$ cat src/hdl/rtccal_pkg.sv
`default_nettype none
package rtccal_pkg;

	localparam int CMD_W     = 2;
	localparam int HOURS_W   = 5;
	localparam int MINUTES_W = 6;
	localparam int SECONDS_W = 6;
	localparam int NDAY_W    = 5;
	localparam int NMONTH_W  = 4;
	localparam int NYEAR_W   = 7;
	localparam int NWDAY_W   = 3;
	localparam int DAY_W     = 7;
	localparam int MONTH_W   = 7;
	localparam int YEAR_W    = 14;
	localparam int WDAY_W    = 7;
	localparam int LIMIT_W   = 6;

	localparam logic [CMD_W-1:0] CMD_TICK     = 2'd0;
	localparam logic [CMD_W-1:0] CMD_SET_TIME = 2'd1;
	localparam logic [CMD_W-1:0] CMD_SET_ALL  = 2'd2;
	localparam logic [CMD_W-1:0] CMD_READ     = 2'd3;

	localparam logic [DAY_W-1:0] ERR_MARK = 7'd99;

	localparam logic [YEAR_W-1:0] YEAR_RESET = 14'd1990;
	localparam logic [YEAR_W-1:0] YEAR_MAX   = 14'd9999;
	localparam logic [YEAR_W-1:0] CENTURY    = 14'd100;

	localparam logic [SECONDS_W:0] SEC_LIMIT  = 7'd60;
	localparam logic [MINUTES_W:0] MIN_LIMIT  = 7'd60;
	localparam logic [HOURS_W:0]   HOUR_LIMIT = 6'd24;
	localparam logic [WDAY_W:0]    WDAY_LIMIT = 8'd7;
	localparam logic [MONTH_W:0]   MONTH_END  = 8'd13;

	typedef struct packed {
		logic [CMD_W-1:0]     command;
		logic [HOURS_W-1:0]   new_hours;
		logic [MINUTES_W-1:0] new_minutes;
		logic [SECONDS_W-1:0] new_seconds;
		logic [NDAY_W-1:0]    new_day;
		logic [NMONTH_W-1:0]  new_month;
		logic [NYEAR_W-1:0]   new_year_high;
		logic [NYEAR_W-1:0]   new_year_low;
		logic [NWDAY_W-1:0]   new_weekday;
	} cmd_item_t;

	typedef struct packed {
		logic [HOURS_W-1:0]   hours;
		logic [MINUTES_W-1:0] minutes;
		logic [SECONDS_W-1:0] seconds;
		logic [DAY_W-1:0]     day;
		logic [MONTH_W-1:0]   month;
		logic [YEAR_W-1:0]    year;
		logic [WDAY_W-1:0]    weekday;
	} cal_state_t;

	// first day number past the end of the month; zero for a month that does not exist
	function automatic logic [LIMIT_W-1:0] month_limit(input logic [MONTH_W-1:0] month,
			input logic leap);
		logic [LIMIT_W-1:0] lim;
		begin
			case (month)
				7'd1, 7'd3, 7'd5, 7'd7, 7'd8, 7'd10, 7'd12: lim = 6'd32;
				7'd4, 7'd6, 7'd9, 7'd11: lim = 6'd31;
				7'd2: lim = leap ? 6'd30 : 6'd29;
				default: lim = 6'd0;
			endcase
			return lim;
		end
	endfunction

endpackage
`default_nettype wire

$ cat src/hdl/rtccal_if.sv
`default_nettype none
interface rtccal_cmd_if;
	import rtccal_pkg::*;

	logic                 valid;
	logic                 ready;
	logic [CMD_W-1:0]     command;
	logic [HOURS_W-1:0]   new_hours;
	logic [MINUTES_W-1:0] new_minutes;
	logic [SECONDS_W-1:0] new_seconds;
	logic [NDAY_W-1:0]    new_day;
	logic [NMONTH_W-1:0]  new_month;
	logic [NYEAR_W-1:0]   new_year_high;
	logic [NYEAR_W-1:0]   new_year_low;
	logic [NWDAY_W-1:0]   new_weekday;

	modport source(output valid, command, new_hours, new_minutes, new_seconds, new_day,
		new_month, new_year_high, new_year_low, new_weekday, input ready);
	modport sink(input valid, command, new_hours, new_minutes, new_seconds, new_day,
		new_month, new_year_high, new_year_low, new_weekday, output ready);
endinterface

interface rtccal_time_if;
	import rtccal_pkg::*;

	logic                 valid;
	logic                 ready;
	logic [HOURS_W-1:0]   cur_hours;
	logic [MINUTES_W-1:0] cur_minutes;
	logic [SECONDS_W-1:0] cur_seconds;
	logic [DAY_W-1:0]     cur_day;
	logic [MONTH_W-1:0]   cur_month;
	logic [YEAR_W-1:0]    cur_year;
	logic [WDAY_W-1:0]    cur_weekday;

	modport source(output valid, cur_hours, cur_minutes, cur_seconds, cur_day, cur_month,
		cur_year, cur_weekday, input ready);
	modport sink(input valid, cur_hours, cur_minutes, cur_seconds, cur_day, cur_month,
		cur_year, cur_weekday, output ready);
endinterface
`default_nettype wire

$ cat src/hdl/rtc_calendar_counter.sv
`default_nettype none
// Calendar counter: one command transaction in, one time/date transaction out.
// Path: input register, then result register holding the updated calendar.
// Throughput: one transaction per cycle while the result side does not stall,
// set by the combinational next-state logic.
// Reset: calendar clears to 00:00:00, weekday 0, day 1, month 1, year 1990;
// both stages empty.
module rtc_calendar_counter (
	input wire clk,
	input wire arst_n,
	rtccal_cmd_if.sink    cmd,
	rtccal_time_if.source cal
);
	import rtccal_pkg::*;

	cmd_item_t  item_s1;
	logic       vld_s1;
	cal_state_t state_q;
	cal_state_t state_nxt;
	logic       out_vld_q;
	logic       out_free;
	logic       adv;

	assign out_free  = !out_vld_q || cal.ready;
	assign adv       = vld_s1 && out_free;
	assign cmd.ready = !vld_s1 || adv;

	always_ff @(posedge clk or negedge arst_n) begin
		if (!arst_n) begin
			vld_s1 <= 1'b0;
		end else if (cmd.ready) begin
			vld_s1 <= cmd.valid;
		end
	end

	always_ff @(posedge clk) begin
		if (cmd.ready && cmd.valid) begin
			item_s1.command       <= cmd.command;
			item_s1.new_hours     <= cmd.new_hours;
			item_s1.new_minutes   <= cmd.new_minutes;
			item_s1.new_seconds   <= cmd.new_seconds;
			item_s1.new_day       <= cmd.new_day;
			item_s1.new_month     <= cmd.new_month;
			item_s1.new_year_high <= cmd.new_year_high;
			item_s1.new_year_low  <= cmd.new_year_low;
			item_s1.new_weekday   <= cmd.new_weekday;
		end
	end

	rtccal_next u_next (
		.cur  (state_q),
		.item (item_s1),
		.nxt  (state_nxt)
	);

	always_ff @(posedge clk or negedge arst_n) begin
		if (!arst_n) begin
			state_q.hours   <= '0;
			state_q.minutes <= '0;
			state_q.seconds <= '0;
			state_q.weekday <= '0;
			state_q.day     <= 7'd1;
			state_q.month   <= 7'd1;
			state_q.year    <= YEAR_RESET;
			out_vld_q       <= 1'b0;
		end else begin
			if (adv) begin
				state_q <= state_nxt;
			end
			if (out_free) begin
				out_vld_q <= vld_s1;
			end
		end
	end

	assign cal.valid       = out_vld_q;
	assign cal.cur_hours   = state_q.hours;
	assign cal.cur_minutes = state_q.minutes;
	assign cal.cur_seconds = state_q.seconds;
	assign cal.cur_day     = state_q.day;
	assign cal.cur_month   = state_q.month;
	assign cal.cur_year    = state_q.year;
	assign cal.cur_weekday = state_q.weekday;
endmodule
`default_nettype wire

$ cat src/hdl/rtccal_next.sv
`default_nettype none
module rtccal_next (
	input  wire rtccal_pkg::cal_state_t cur,
	input  wire rtccal_pkg::cmd_item_t  item,
	output rtccal_pkg::cal_state_t      nxt
);
	import rtccal_pkg::*;

	logic [SECONDS_W:0]   sec_t;
	logic [MINUTES_W:0]   min_t;
	logic [HOURS_W:0]     hour_t;
	logic                 sec_c, min_c, hour_c;
	logic [WDAY_W:0]      wday_t;
	logic [DAY_W:0]       day_t;
	logic [MONTH_W:0]     month_t;
	logic [LIMIT_W-1:0]   limit;
	logic [YEAR_W-1:0]    set_year;
	cal_state_t           ticked;

	assign sec_t  = {1'b0, cur.seconds} + 7'd1;
	assign sec_c  = sec_t >= SEC_LIMIT;
	assign min_t  = {1'b0, cur.minutes} + {{MINUTES_W{1'b0}}, sec_c};
	assign min_c  = min_t >= MIN_LIMIT;
	assign hour_t = {1'b0, cur.hours} + {{HOURS_W{1'b0}}, min_c};
	assign hour_c = hour_t >= HOUR_LIMIT;

	assign wday_t  = {1'b0, cur.weekday} + 8'd1;
	assign day_t   = {1'b0, cur.day} + 8'd1;
	assign month_t = {1'b0, cur.month} + 8'd1;
	assign limit   = month_limit(cur.month, cur.year[1:0] == 2'b00);

	assign set_year = YEAR_W'({7'b0, item.new_year_high} * CENTURY)
		+ {7'b0, item.new_year_low};

	always_comb begin
		ticked         = cur;
		ticked.seconds = sec_c ? '0 : sec_t[SECONDS_W-1:0];
		ticked.minutes = min_c ? '0 : min_t[MINUTES_W-1:0];
		ticked.hours   = hour_c ? '0 : hour_t[HOURS_W-1:0];
		if (hour_c) begin
			ticked.weekday = (wday_t >= WDAY_LIMIT) ? '0 : wday_t[WDAY_W-1:0];
			if (limit == '0) begin
				ticked.day     = ERR_MARK;
				ticked.month   = ERR_MARK;
				ticked.weekday = ERR_MARK;
			end else if (day_t >= {2'b0, limit}) begin
				ticked.day = 7'd1;
				if (month_t >= MONTH_END) begin
					ticked.month = 7'd1;
					ticked.year  = (cur.year >= YEAR_MAX) ? '0 : cur.year + 14'd1;
				end else begin
					ticked.month = month_t[MONTH_W-1:0];
				end
			end else begin
				ticked.day = day_t[DAY_W-1:0];
			end
		end
	end

	always_comb begin
		nxt = cur;
		case (item.command)
			CMD_TICK: nxt = ticked;
			CMD_SET_TIME, CMD_SET_ALL: begin
				nxt.hours   = item.new_hours;
				nxt.minutes = item.new_minutes;
				nxt.seconds = item.new_seconds;
				if (item.command == CMD_SET_ALL) begin
					nxt.day     = {2'b0, item.new_day};
					nxt.month   = {3'b0, item.new_month};
					nxt.year    = set_year;
					nxt.weekday = {4'b0, item.new_weekday};
				end
			end
			CMD_READ: nxt = cur;
			default: nxt = cur;
		endcase
	end
endmodule
`default_nettype wire

$ cat src/flat_wrapper.sv
// flat-port wrapper written by rule: the top's interface ports become plain ports
module rtc_calendar_counter_flat import rtccal_pkg::*;
  (clk, arst_n, cmd_valid, cmd_command, cmd_new_hours, cmd_new_minutes, cmd_new_seconds, cmd_new_day, cmd_new_month, cmd_new_year_high, cmd_new_year_low, cmd_new_weekday, cmd_ready, cal_valid, cal_cur_hours, cal_cur_minutes, cal_cur_seconds, cal_cur_day, cal_cur_month, cal_cur_year, cal_cur_weekday, cal_ready);
  rtccal_cmd_if cmd_i ();
  rtccal_time_if cal_i ();
  input wire clk;
  input wire arst_n;
  input wire logic [$bits(cmd_i.valid)-1:0] cmd_valid;
  input wire logic [$bits(cmd_i.command)-1:0] cmd_command;
  input wire logic [$bits(cmd_i.new_hours)-1:0] cmd_new_hours;
  input wire logic [$bits(cmd_i.new_minutes)-1:0] cmd_new_minutes;
  input wire logic [$bits(cmd_i.new_seconds)-1:0] cmd_new_seconds;
  input wire logic [$bits(cmd_i.new_day)-1:0] cmd_new_day;
  input wire logic [$bits(cmd_i.new_month)-1:0] cmd_new_month;
  input wire logic [$bits(cmd_i.new_year_high)-1:0] cmd_new_year_high;
  input wire logic [$bits(cmd_i.new_year_low)-1:0] cmd_new_year_low;
  input wire logic [$bits(cmd_i.new_weekday)-1:0] cmd_new_weekday;
  output wire logic [$bits(cmd_i.ready)-1:0] cmd_ready;
  output wire logic [$bits(cal_i.valid)-1:0] cal_valid;
  output wire logic [$bits(cal_i.cur_hours)-1:0] cal_cur_hours;
  output wire logic [$bits(cal_i.cur_minutes)-1:0] cal_cur_minutes;
  output wire logic [$bits(cal_i.cur_seconds)-1:0] cal_cur_seconds;
  output wire logic [$bits(cal_i.cur_day)-1:0] cal_cur_day;
  output wire logic [$bits(cal_i.cur_month)-1:0] cal_cur_month;
  output wire logic [$bits(cal_i.cur_year)-1:0] cal_cur_year;
  output wire logic [$bits(cal_i.cur_weekday)-1:0] cal_cur_weekday;
  input wire logic [$bits(cal_i.ready)-1:0] cal_ready;
  assign cmd_i.valid = cmd_valid;
  assign cmd_i.command = cmd_command;
  assign cmd_i.new_hours = cmd_new_hours;
  assign cmd_i.new_minutes = cmd_new_minutes;
  assign cmd_i.new_seconds = cmd_new_seconds;
  assign cmd_i.new_day = cmd_new_day;
  assign cmd_i.new_month = cmd_new_month;
  assign cmd_i.new_year_high = cmd_new_year_high;
  assign cmd_i.new_year_low = cmd_new_year_low;
  assign cmd_i.new_weekday = cmd_new_weekday;
  assign cmd_ready = cmd_i.ready;
  assign cal_valid = cal_i.valid;
  assign cal_cur_hours = cal_i.cur_hours;
  assign cal_cur_minutes = cal_i.cur_minutes;
  assign cal_cur_seconds = cal_i.cur_seconds;
  assign cal_cur_day = cal_i.cur_day;
  assign cal_cur_month = cal_i.cur_month;
  assign cal_cur_year = cal_i.cur_year;
  assign cal_cur_weekday = cal_i.cur_weekday;
  assign cal_i.ready = cal_ready;
  rtc_calendar_counter u_core (.clk(clk), .arst_n(arst_n), .cmd(cmd_i), .cal(cal_i));
endmodule
$ cat config.mk
export PLATFORM = sky130hd
export DESIGN_NAME = rtc_calendar_counter_flat
export DESIGN_NICKNAME = d
export VERILOG_FILES = /design/src/hdl/rtccal_pkg.sv /design/src/hdl/rtccal_if.sv /design/src/hdl/rtc_calendar_counter.sv /design/src/hdl/rtccal_next.sv /design/src/flat_wrapper.sv
export SDC_FILE = /design/constraint.sdc
export NUM_CORES = 1
export LEC_CHECK = 0
export BUFFER_PORTS_ARGS = -buffer_cell sky130_fd_sc_hd__buf_2
export CAP_MARGIN = 20
export CORE_ASPECT_RATIO = 0.5
export CORE_MARGIN = 2
export CORE_UTILIZATION = 50
export CTS_CLUSTER_SIZE = 30
export DETAILED_ROUTE_END_ITERATION = 7
export PLACE_DENSITY = 0.79
export SLEW_MARGIN = 20
export SYNTH_ARGS = -nofsm -noshare
export SYNTH_HDL_FRONTEND = slang
export SYNTH_SLANG_ARGS = --single-unit
$ cat constraint.sdc
create_clock -name clk -period 6.75 [get_ports clk]
set_input_delay 1.0125 -clock clk [delete_from_list [all_inputs] [get_ports clk]]
set_output_delay 1.0125 -clock clk [all_outputs]
set_load 0.005 [all_outputs]
# Yosys cells after proc, flatten, opt, wreduce, memory -nomap -nowiden
# Index checks and enable logic that the tools add are counted.
# totals
input_bits	49
ff_bits	99
out_inout_bits	54
# classes
multipliers	1
mux	17
reduce_logical	16
n_addsub	8
magnitude_cmp	7
n_bitwise	1
eq_ne	21
# ops
op	n
$pmux 52 s2	1
$mux 35	2
$mux 14	4
$eq 7x4->1 const B	5
$eq 7x3->1 const B	4
$mux 7	4
$add 7x1->8 const B	3
$mux 21	1
$pmux 6 s3	1
$add 14x1->14 const B	1
$add 14x7->14	1
$eq 7x2->1 const B	2
$ge 14x14->1 const B	1
$ge 7x6->1 const B	2
$mul 7x5->12 const B	1
$mux 6	2
$ne 2x2->1 const B	5
$ge 8x3->1 const B	1
$ge 8x4->1 const B	1
$ge 8x6->1	1
$add 6x1->7	1
$add 6x1->7 const B	1
$eq 7x1->1 const B	1
$reduce_and 7->1	1
other kinds (19)	24

# Logic depth before layout (Yosys ltp)
# depth
ltp_word	8
mapped_depth	20

# Cells and area by module
# From an unflattened synthesis, not the netlist that was laid out.
# hier_totals
cells_unflattened	689
hier_area_um2	7179.4
# modules_own_cells
module	area_each_um2	seq_area_each_um2	instances	cells_per_inst
rtc_calendar_counter	3594.7	2713.9	1	162
rtccal_next	3584.7	0.0	1	527

# Worst setup path after synthesis
# Ideal clock, no wire load.
# synth_timing
kind	register to register
startpoint	reg u_core.state_q, in the netlist u_core.cal.cur_seconds[0]
endpoint	reg u_core.state_q, in the netlist u_core.cal.cur_year[12]
setup_ps	124
path_stages_with_launch	21
arrival_ps	3829
slack_ps	2798
cell_sequence	dfrtp_1 ha_1 nand2_1 a21oi_1 nor3_1 ha_1 nor4bb_1 a31oi_1 o21ai_1 a21oi_1 nor2_1 ha_1 ha_1 nand2_1 nor4b_2 nor2_1 a211oi_4 a31oi_4 buf_2 o21ai_1 o21ai_1
# synth_via
elab_chain_cells	8
# synth_lines
item	line	source
start: declaration	rtc_calendar_counter.sv:18	cal_state_t state_q;
start signal: assignment	rtc_calendar_counter.sv:68	state_q <= state_nxt;
$add 6x1->7	rtccal_next.sv:20	assign sec_t = {1'b0, cur.seconds} + 7'd1;
$ge 7x6->1	rtccal_next.sv:21	assign sec_c = sec_t >= SEC_LIMIT;
$add 6x1->7	rtccal_next.sv:22	assign min_t = {1'b0, cur.minutes} + {{MINUTES_W{1'b0}}, sec_c};
$ge 7x6->1	rtccal_next.sv:23	assign min_c = min_t >= MIN_LIMIT;
$add 5x1->6	rtccal_next.sv:24	assign hour_t = {1'b0, cur.hours} + {{HOURS_W{1'b0}}, min_c};
$ge 6x5->1	rtccal_next.sv:25	assign hour_c = hour_t >= HOUR_LIMIT;
$ne 2x2->1 (no source line)	-	
$reduce_and 7->1 (no source line)	-	
# No other way between the ends.
# A chain may end at the register's enable or synchronous reset.

# Worst setup path in the final report
# layout_timing
startpoint	reg u_core.state_q, in the netlist u_core.cal.cur_seconds[0]
endpoint	reg u_core.state_q, in the netlist u_core.cal.cur_year[5]
# Same word-level chain as after synthesis.

==> results.yml <==
status:
  status: "complete, no violations"
grt:
  grt_pass1_vias: 4666
  grt_max_degree: 56
  grt_util_met3_pct: 4.798
  grt_first_pass_wirelength_mm: 22.48
  grt.busiest_layer: "met2"
  use_met1_pct: 28.93
  use_met2_pct: 35.32
  grt-ovfl-total: 0
  antenna_found_initial: 0
  track_usage_pct: 21.38
sta:
  period_share_pct: 71.17
  min_period_ps: 4804
  worst_pin_slew_ps: 1056
  fmax_mhz: 208.2
  maxSlewHeadroom_pct: 29.00
  fin_skew_ps: 12.30
  finalSetupViolCount: 0
  hold_viol: 0
  rsz0062_at_grt: "no"
  drv_slew: 0
  tns_ps: 0
worst_setup_path:
  required_ps: 6940
  path_max_fanout: 27
  r2r_setup_slack_ps: 1950
  crit_path_end_kind: "flip-flop"
  critPathArrivalTime_ps: 5000
  critPathKind: "flip-flop to flip-flop"
  start_kind: "flip-flop"
floorplanning:
  dieArea_sq_um: 13060
  row_count: 28
  chipHeight_um: 81.81
  core_sq_um: 11810
  initial_utilization_pct: 51.27
  die_w_um: 159.6
  ioPinCount: 103
yosys:
  yosys_warnings: 0
  synthDistinctLibCells: 71
  synth_edf_count: 45
  synth.area.top_cells: "edfxtp_1 22%, dfrtp_1 19%, ha_1 11%"
  synth-seq-area-share_pct: 44.83
  synthXorXnorAreaFrac_pct: 2.026
  synth_top_family_by_area: "compound AO/OA/AOI/OAI gates"
  synthCells: 615
  synth.largest_area_cell: "edfxtp_1"
  yosys.area_share.simple_pct: 16.58
  synth_common_cells: "54 x ha_1, 45 x dfrtp_1, 45 x edfxtp_1, 45 x nor2_1, 44 x a21oi_1"
  synth_nets: 721
  synth_seq_cells: 99
  synth-adder-area-share_pct: 12.15
  async_flop_share_pct: 54.55
  synth-compound-area-share_pct: 20.19
  yosys.area.top_type_share_pct: 22.32
  muxShareOfSynthArea_pct: 0.3307
  syn_avg_cell_area_sq_um: 9.843
  syn_area_sq_um: 6053
  synth-main-ff-cell: "edfxtp_1"
  yosysMostFrequentCell: "ha_1"
drt:
  routed_wl_mm: 13.70
  wire_per_inst_um: 15.57
  vias_per_cell: 5.639
  drc: 0
  drtPass1Iterations: 5
  detail_route.iter0.violations: 305
  num_vias: 4962
  postRouteAntennaNets: 0
placed_design:
  dp_hpwl_mm: 9.980
  port_buffers: 102
  dp.cells: 864
  globalplace.congestion: 0.8650
cts:
  clock_latency_ps: 340
  post_cts.repair.setup_buffers: 0
  cts_made_buffers: 9
  cts_max_path_buffers: 2
  clkTransAtPathRegs_ps: 70
  cts_htree_levels: 3
  cts_resized: 0
  cts_sinks: 99
  cts.hold.buffers_added: 0
  cts-root-buf: "clkbuf_16"
  cts_tree: "done"
flow_run:
  drv_cap: 0
final_layout:
  nets: 816
  diodes: 0
  fillerInstances: 1006
  area.growth.synth_to_final_pct: 15.44
  drive_gt1_share_pct: 20.14
  fin_util_pct: 59.19
  final_cells: 880
power_and_ir_drop:
  pwr_density_cell_nw_per_um2: 340.6
  vdd_ir_drop_max_v: 0.0001481
  leakage_nw: 3.054
  total_power_mw: 2.380
hold_path:
  hp-class: "flip-flop to flip-flop"
## kinds of logic after synthesis
kind of cell               after synthesis
muxes                                    2
AOI/OAI and AO/OA                      191
adders and majority gates               57
and+or+nand+nor                        190
xor gates and xnor gates                14
DFF                                     99
buffers and inverters                   62
## power by group
part / internal [mW] / switching (mW) / leakage (nW)
Clock: 0.251 / 0.217 / 0.129
Combinational: 0.404 / 0.529 / 1.84
Sequential: 0.787 / 0.191 / 1.09
Total: 1.44 / 0.938 / 3.05
## worst max-delay path: stages, from the launching register on
cell and delay [ps]:
dfrtp_1 440, ha_1 270, nand2_1 70, a21oi_1 70, nor3_1 500, ha_1 330, nor4bb_1 290, a31oi_1 70
o21ai_1 200, a21oi_1 60, nor2_1 110, ha_1 190, ha_1 200, nand2_1 80, nor4b_2 350, nor2_1 190
a211oi_4 430, a31oi_4 360, o21ai_0 300, o21ai_1 100
## sequential cells by signal (all words and copies together) (netlist names)
signal                  flops
u_core.item_s1             45
u_core.cal.cur_year        14
u_core.cal.cur_day          7
u_core.cal.cur_month        7
u_core.cal.cur_weekday      7
u_core.cal.cur_minutes      6
u_core.cal.cur_seconds      6
u_core.cal.cur_hours        5
u_core.cal.valid            1
u_core.vld_s1               1
## cell usage in the layout, fill, tap and decap left out, types with 6 or more instances in the layout
master	n
nand2_1	42
nand2b_1	8
nor4_1	6
buf_2	102
inv_1	40
a31oi_1	8
dfrtp_1	45
nor3b_1	9
nor2b_1	8
edfxtp_1	45
and3_1	7
o21ai_0	43
a21oi_1	44
nand3_1	16
nor2_1	45
nor3_1	17
o22ai_1	7
a21o_1	10
clkbuf_16	9
o21ai_1	23
xnor2_1	9
ha_1	54
dfstp_2	9
## layer usage
metal  vias to the layer above  wire [um]
met5                         -          0
met4                         0        112
met3                        12        686
met2                       124       6590
met1                      2360       6311
li1                       2466          -
## final cells by class
cell class / instances / area, sq um / share of cell area (%)
multi-input cells: 454 / 3114 / 44.57
flip-flops and latches: 99 / 2714 / 38.84
clock buffers: 12 / 236.5 / 3.384
repair buffers: 106 / 540.5 / 7.735
inverters: 40 / 150.1 / 2.149
well taps: 165 / 206.4 / 2.954
clock inverters: 4 / 26.28 / 0.3760
## through the flow
step / hold WS [ps] / setup slack, ps / area, sq um
after floorplan: 467.7 / 2798 / 6053
after global placement: 488.2 / 2331 / 6724
after detailed placement: 490.5 / 2019 / 6724
after CTS: 510.7 / 2018 / 6987
after global routing: 544.5 / 1520 / 6988
final: 509.1 / 1946 / 6988
## worst paths after layout
path,startpoint,endpoint,cells after the start
max in group asynchronous,arst_n,u_core.cal.cur_weekday[3]$_DFFE_PN0P_,2
max reg2reg,u_core.cal.cur_seconds[0]$_DFFE_PN0P_,u_core.cal.cur_year[5]$_DFFE_PN0P_,19
max,u_core.cal.cur_seconds[0]$_DFFE_PN0P_,u_core.cal.cur_year[5]$_DFFE_PN0P_,19
min reg2reg,u_core.cal.cur_weekday[4]$_DFFE_PN0P_,u_core.cal.cur_weekday[4]$_DFFE_PN0P_,1
min in group asynchronous,arst_n,u_core.cal.cur_minutes[0]$_DFFE_PN0P_,2
min,u_core.cal.cur_weekday[4]$_DFFE_PN0P_,u_core.cal.cur_weekday[4]$_DFFE_PN0P_,1
(Power assumes the default switching activity.)
